===== src/rtl/framebuffer_line_circle_raster_defines.svh =====
// Assertion macros shared by the raster engine RTL.
// Depends on nothing; included by modules that assert.
`ifndef FRAMEBUFFER_LINE_CIRCLE_RASTER_DEFINES_SVH
`define FRAMEBUFFER_LINE_CIRCLE_RASTER_DEFINES_SVH
`define FLCR_ASSERT_IMP(label, clk, rst_n, a, c) \
  label: assert property (@(posedge clk) disable iff (!rst_n) (a) |-> (c)) \
    else $error("assertion failed");
`define FLCR_ASSERT_NXT(label, clk, rst_n, a, c) \
  label: assert property (@(posedge clk) disable iff (!rst_n) (a) |=> (c)) \
    else $error("assertion failed");
`endif


===== src/rtl/flcr_pkg.sv =====
// Package for the line and circle raster engine: command codes, types.
// Depends on nothing.
package flcr_pkg;
  localparam int WidthDef  = 128;
  localparam int HeightDef = 64;

  typedef enum logic [2:0] {
    FN_CLEAR  = 3'd0,
    FN_PIXEL  = 3'd1,
    FN_LINE   = 3'd2,
    FN_CIRCLE = 3'd3,
    FN_READ   = 3'd4
  } func_t;

  typedef struct packed {
    logic [2:0]        func;
    logic signed [8:0] x_a;
    logic signed [8:0] y_a;
    logic signed [8:0] x_b;
    logic signed [8:0] y_b;
    logic [7:0]        radius;
    logic              ink;
    logic [9:0]        read_index;
  } cmd_t;

  typedef enum logic [2:0] {
    ST_IDLE, ST_CLEAR, ST_LINE, ST_CIRC, ST_RMW_RD, ST_RMW_WR, ST_READ, ST_DONE
  } st_t;
endpackage


===== src/rtl/flcr_front.sv =====
// Command front end: takes commands and holds them in a two-entry queue.
// Depends on flcr_pkg.
module flcr_front (
  input  logic           clk,
  input  logic           rst_n,
  input  logic           start,
  output logic           busy,
  input  flcr_pkg::cmd_t cmd_in,
  output logic           q_valid,
  output flcr_pkg::cmd_t q_cmd,
  input  logic           q_pop
);
  flcr_pkg::cmd_t mem_r [2];
  logic wp_r, rp_r;
  logic [1:0] cnt_r;
  logic push;

  assign busy    = cnt_r[1];
  assign push    = start && !busy;
  assign q_valid = cnt_r != 2'd0;
  assign q_cmd   = mem_r[rp_r];

  always_ff @(posedge clk) begin
    if (push) begin
      mem_r[wp_r] <= cmd_in;
    end
    if (!rst_n) begin
      wp_r <= 1'b0;
      rp_r <= 1'b0;
      cnt_r <= 2'd0;
    end else begin
      if (push) wp_r <= ~wp_r;
      if (q_pop && q_valid) rp_r <= ~rp_r;
      cnt_r <= cnt_r + 2'(push) - 2'(q_pop && q_valid);
    end
  end
endmodule


===== config.mk =====
export PLATFORM = sky130hd
export DESIGN_NAME = flcr_front
export DESIGN_NICKNAME = d
export VERILOG_FILES = /design/src/rtl/framebuffer_line_circle_raster_defines.svh /design/src/rtl/flcr_pkg.sv /design/src/rtl/flcr_front.sv
export SDC_FILE = /design/constraint.sdc
export NUM_CORES = 1
export LEC_CHECK = 0
export BUFFER_PORTS_ARGS = -buffer_cell sky130_fd_sc_hd__clkbuf_2
export CAP_MARGIN = 10
export CORE_MARGIN = 10
export CORE_UTILIZATION = 52
export DETAILED_ROUTE_END_ITERATION = 8
export PLACE_DENSITY = 0.8
export SKIP_LAST_GASP = 1
export SYNTH_ARGS = -nofsm -noshare
export SYNTH_HDL_FRONTEND = slang
export SYNTH_SLANG_ARGS = --single-unit

===== constraint.sdc =====
create_clock -name clk -period 4.7 [get_ports clk]
set_clock_uncertainty 0.1 [all_clocks]
set_input_delay 0.94 -clock clk [delete_from_list [all_inputs] [get_ports clk]]
set_output_delay 0.94 -clock clk [all_outputs]
set_load 0.1 [all_outputs]

# [Word-level counts from Yosys, hierarchy flattened]
# Memory sizes are Yosys's and may differ from the RTL's. A register that Yosys moved wholly into a read port is not among the register bits.
# Cells that the tools add are included.
[op_classes] bitwise=2 n_addsub=2 muxes=4 reduce_logical=4
[op_table] cell="$mux W1" count=4
[op_table] cell="$add A2 B1 Y2" count=1
[op_table] cell="$logic_and A1 B1 Y1" count=2
[op_table] cell="$not A1 Y1" count=2
[op_table] cell="$reduce_bool A2 Y1" count=1
[op_table] cell="$sub A2 B1 Y2" count=1
[op_table] cell="$logic_not A1 Y1" count=1
[word_totals] ramBits=116 output_inout_bits=60 regBits=4 n_memories=1 word_cells=16 in_bits=62
[mem_list] memory="mem_r" words=2 word_bits=58 read_ports=1 rd_clocked_by_memory_dff=1 wr=1 line="flcr_front.sv:13" text="flcr_pkg::cmd_t mem_r [2];"

# [Longest topological paths before layout]
# Gate-level depths: netlist (run 1).
[logic_depth] depth_word=4 ltp_mapped=6 ltp_nobuf=6

# [Least setup slack after synthesis (run 1)]
# No wires, ideal clock.
[synth_path] path_kind="in2reg" start="input start" end="memory mem_r[0][0] (netlist name) (enable)" arrival_time_ns=3.495 setup_ns=0.475 slack_ns=0.630 path_buffers=0 required_time_ns=4.125 cell_stages=2 path_cell_list="nand2b_1 > nor2_1"
[synth_via] elab_chain_len=3
[synth_rtl] element="from (decl)" line="flcr_front.sv:6" text="input logic start,"
[synth_rtl] element="$logic_and A1 B1 Y1" line="flcr_front.sv:19" text="assign push = start && !busy;"
[synth_rtl] element="$mux W1" line="flcr_front.sv:24" text="if (push) begin"
[synth_rtl] element="$mux W1 (not written as such)" line="flcr_front.sv:25" text="mem_r[wp_r] <= cmd_in;"
[synth_rtl] element="to (decl)" line="flcr_front.sv:13"
# No other way between the ends.

==> flow_metrics.tcl, run 1 <==
set metrics [dict create \
    status "completed" \
    async_reset_ff_share_pct 0 \
    synth-edff-count 116 \
    ys_types 21 \
    hp-class "flop to flop" \
    netlist_area_um2 4500 \
    coreArea_um2 8340 \
    synth.avg_cell_area_um2 21.8 \
    p_int_mw 2.43 \
    routedWlPerCell_um 18.7 \
    track_usage_pct 13.4 \
    finalMaxSlewViolations 0 \
    period_needed_ns 3.31 \
    grt_overflow 0 \
    grt_pass1_wl_um 13300 \
    setup_tns_ns 0 \
    antenna_found_initial 0 \
    finalCritPeriodShare_pct 70.4 \
    relSlewSlack_pct 40.2 \
    synthFlopType "edfxtp_1" \
    ctsResizeCount 0 \
    synthCells 207 \
    clk_pin_slew_worst_paths_ns 0.06 \
    required_ns 3.66 \
    rows 33 \
    die_w_um 113 \
    finalSetupViolCount 0 \
    hold_violations 0 \
    layout.nets 406 \
    fmax_mhz 302 \
    cts_buffer_depth 2 \
    synth.area.top_cells "edfxtp_1 77%, mux2_2 9.5%, mux2_4 6.7%" \
    grt_max_degree 59 \
    holdBufCountCts 0 \
    grt_pass1_vias 2577 \
    cts_max_level 4 \
    pwr-share-clk_pct 32.8 \
    portBuffers 121 \
    drc_errors 0 \
    viasPerCell 5.04 \
    gp_congestion 0.679 \
    p_comb_share_pct 32.6 \
    start_util_pct 54.0 \
    finalCoreUtilization_pct 70.0 \
    num_io_pins 122 \
    cts.sinks 121 \
    drtIter0Drc 102 \
    crit_path_start_kind "flop" \
    synth-seq-cells 121 \
    synth_sequential_area_ratio_pct 79.6 \
    numCtsBuffers 17 \
    root_buffer "clkbuf_8" \
    switching_share_pct 39.6 \
    end_kind "output port" \
    arrival_ns 2.27 \
    tritoncts "yes" \
    criticalPathCategory "flop to output port" \
    via_count 2322 \
    finalWirelength_um 8600 \
    yosys.area.top_type_share_pct 77.4 \
    synth_warnings 0 \
    ant_nets 0 \
    fin_area_um2 5840 \
    p_switching_mw 1.59 \
    worst_skew_pair.late_latency_ns 0.50 \
    ir_drop_v 0.000398 \
    p_leak_nw 2.28 \
    worst_slew_pin_slew_ns 0.897 \
    post_cts_buffers 0 \
    dp_hpwl_um 5730 \
    power_density_nw_per_um2 689 \
    rsz0062_at_grt "no" \
    synth_largest_area_cell "edfxtp_1" \
    crit_fanout 58 \
    synth.net_count 270 \
    die_area_um2 12800 \
    drive_above_1_share_pct 60.1 \
    dr.pass1.iters 4 \
    num_antenna_cells 0 \
    drv_cap 0 \
    n_fill_cell 569 \
    areaGrowthSynthToFinish_pct 29.6 \
    placed_area_um2 5230 \
    seq_power_share_pct 34.6 \
    die_h_um 113 \
]
==> metrics by stage <==
step	setup WS [ns]	hold slack (ns)	total power, mW	std cells
floorplan	0.630	0.450	2.56	207
global placement	1.89	0.464	2.72	429
detailed placement	1.88	0.469	2.73	429
CTS	1.34	0.503	4.05	461
global route	1.29	0.504	4.15	461
finish	1.39	0.501	4.02	461
==> registers in the layout, indices dropped and copies added, names as in the netlist, named ones only <==
name   cells
wp_r       1
rp_r       1
cnt_r      2
mem_r    116
==> cells in the final DEF, fill, tap and decap left out, types with 2 or more instances in the layout <==
| master | n |
|---|---|
| clkbuf_2 | 121 |
| edfxtp_1 | 116 |
| mux2_2 | 38 |
| mux2_4 | 20 |
| clkbuf_16 | 16 |
| and2_1 | 4 |
| bufinv_16 | 4 |
| dfxtp_1 | 4 |
| o21ai_0 | 3 |
| clkinv_1 | 3 |
| inv_6 | 3 |
| clkinvlp_4 | 3 |
| nor2b_1 | 2 |
| nor2_4 | 2 |
| clkinv_4 | 2 |
| buf_4 | 2 |
==> power groups by stage <==
stage	sequential (mW)	combinational, mW	clock (mW)
2_1_floorplan	1.37	1.20	0
3_3_place_gp	1.41	1.31	0
3_5_place_dp	1.41	1.32	0
4_1_cts	1.39	1.32	1.34
5_1_grt	1.40	1.35	1.39
6_report	1.39	1.31	1.32
==> routing by layer <==
metal / share of wire, % / GRT usage, %
met1: 42 / 14.9
met2: 49 / 22.0
met3: 7.6 / 6.08
met4: 0.95 / 5.33
met5: 0 / 0
==> kinds of logic after synthesis <==
kind of cell	share of synthesized area, %
adders and majority gates	0.278
AOI/OAI and AO/OA	0.667
xor gates and xnor gates	0.195
DFF	79.6
buffers and inverters	1.17
and+or+nand+nor	1.94
muxes	16.2
==> worst paths after layout <==
check	slack, ns	cells past startpoint	end	from
setup / recovery	1.39	2	q_cmd[13]	flop
hold / removal	0.50	2	flop	rp_r
setup reg to reg	2.52	3	mem_r[0][0]	cnt_r[1]
hold reg to reg	0.50	2	flop	rp_r
==> layout make-up <==
type	instances	area [um2]	area share, %
sequential	121	3590	61.5
multi-input combinational	79	882	15.1
timing repair buffer	123	621	10.6
clock buffer	17	414	7.10
clock inverter	15	198	3.39
tap	105	131	2.25
inverter	1	3.75	0.0643
==> worst max-delay path, cell delays in order, from the launching register on <==
cell,delay [ns]
dfxtp_4,0.93
mux2_2,0.44
clkbuf_2,0.37
==> cells in the mapped netlist, drive strengths merged (2+ instances only) <==
cell type and count:
o21ai 3, mux2 58, dfxtp 5, edfxtp 116
buf 6, nor2 2, nor2b 2, and2 4
(Power assumes the default switching activity.)
==> inputs of run 2 (changes only) <==
==> constraint.sdc (replaced) <==
create_clock -name clk -period 3.05 [get_ports clk]
set_clock_uncertainty 0.1 [all_clocks]
set_input_delay 0.61 -clock clk [delete_from_list [all_inputs] [get_ports clk]]
set_output_delay 0.61 -clock clk [all_outputs]
set_load 0.1 [all_outputs]
==> run 2 against run 1 <==
  * Hold slack worse by 0.30 ns
  * Final area down 0.13%
  * Utilization down 0.090 points
  * Power up 52%
  * Die area unchanged
  * Combinational power up 61%
  * Largest power group is now combinational logic
  * Routed wire length down 0.55%
  * Via count down 0.73%
  * Critical path depth up 1
==> flow_metrics.tcl, run 2 (synthesized netlist as in run 1, its figures left out) <==
set metrics [dict create \
    status "completed" \
    coreArea_um2 8340 \
    setup_tns_ns 0 \
    rsz0062_at_grt "no" \
    cts_buffer_depth 2 \
    die_w_um 113 \
    die_area_um2 12800 \
    grt_use_met3_pct 6.71 \
    cpLargestDelayFamily "buffers and inverters" \
    ant_nets 0 \
    p_leak_nw 2.29 \
    num_io_pins 122 \
    drc_errors 0 \
    die_h_um 113 \
    grt_pass1_vias 2642 \
    antenna_found_initial 0 \
    grt-busiest-layer "met2" \
    crit_fanout 30 \
    hold_violations 0 \
    finalSetupViolCount 0 \
    path_cells "buf_4 -> mux2_2 -> clkbuf_2" \
    cts_max_level 4 \
    grt_max_degree 35 \
    reg.largest.list "mem_r: 116 flops, cnt_r: 2 flops" \
    whs_ns 0.203 \
    period_needed_ns 2.71 \
    fmax_mhz 369 \
    worst_slew_pin_slew_ns 0.557 \
    drive_above_1_share_pct 60.1 \
    max_stage_delay_ns 0.40 \
    root_buffer "clkbuf_8" \
    routedWlPerCell_um 18.5 \
    required_ns 2.34 \
    final_common_cell "clkbuf_2" \
    finalMaxSlewViolations 0 \
    dp_hpwl_um 6120 \
    areaGrowthSynthToFinish_pct 29.5 \
    drtIter0Drc 76 \
    critPathSlowestCell "mux2_2" \
    track_usage_pct 13.6 \
    cts.sinks 121 \
    regMostFlops "mem_r" \
    r2r_cells 6 \
    seq_area_um2 3580 \
    worst_skew_pair.late_latency_ns 0.50 \
    relSlewSlack_pct 63.0 \
    post_cts_buffers 0 \
    tritoncts "yes" \
    holdBufCountCts 0 \
    finalCoreUtilization_pct 69.9 \
    gp_congestion 0.719 \
    ir_drop_v 0.000577 \
    largest_reg_flops 116 \
    hp-class "input pin to flop" \
    via_count 2305 \
    power_density_nw_per_um2 1050 \
    ctsResizeCount 0 \
    arrival_ns 2.00 \
    finalCritPeriodShare_pct 89.0 \
    crit_path_start_kind "flop" \
    drv_cap 0 \
    portBuffers 121 \
    grt_pass1_wl_um 13400 \
    rows 33 \
    met1_usage_pct 14.7 \
    path_depth 3 \
    multi_input_area_um2 882 \
    layout_common_cells "121 x clkbuf_2, 116 x edfxtp_1, 38 x mux2_2, 20 x mux2_4, 16 x clkbuf_16" \
    n_fill_cell 559 \
    num_antenna_cells 0 \
    criticalPathCategory "flop to output port" \
    start_util_pct 54.0 \
    clk_pin_slew_worst_paths_ns 0.05 \
    grt_overflow 0 \
    grt_use_met2_pct 22.8 \
    end_kind "output port" \
    timing.critical_path.buf_inv 2 \
    layout.nets 410 \
    numCtsBuffers 17 \
    finalWirelength_um 8550 \
    dr.pass1.iters 4 \
    viasPerCell 4.98 \
    hold_path_depth 1 \
]
==> run 2: final timing paths <==
path	from	end	slack, ns
setup reg to reg	cnt_r[1]	cnt_r[1]	1.35
hold / removal	cmd_in[26]	mem_r[1][26]	0.20
hold reg to reg	rp_r	rp_r	0.50
setup / recovery	flop	q_cmd[1]	0.34
==> run 2: power by group <==
group	internal, mW	switching (mW)
combinational	0.413	1.70
sequential	2.01	0.0467
clock	1.30	0.632
total	3.73	2.37
==> run 2: metal layers <==
layer,up-vias,share of wire (%)
li1,1098,-
met1,1114,40
met2,88,51
met3,5,7.9
met4,0,0.57
met5,-,0
==> run 2: cell type report <==
class	instances	area share, %
Clock buffer	19	7.23
Clock inverter	11	2.66
Inverter	1	0.0644
Timing Repair Buffer	127	11.2
Tap cell	105	2.25
Sequential cell	121	61.5
Multi-Input combinational cell	79	15.1
==> run 2: through the flow <==
step / area, um2 / total power [mW] / cells / setup WS [ns]
after floorplan: 4510 / 3.94 / 207 / -0.0304
after global placement: 5250 / 4.20 / 433 / 0.851
after detailed placement: 5250 / 4.22 / 433 / 0.842
after CTS: 5830 / 6.16 / 463 / 0.304
after global routing: 5830 / 6.31 / 463 / 0.235
final: 5830 / 6.10 / 463 / 0.336
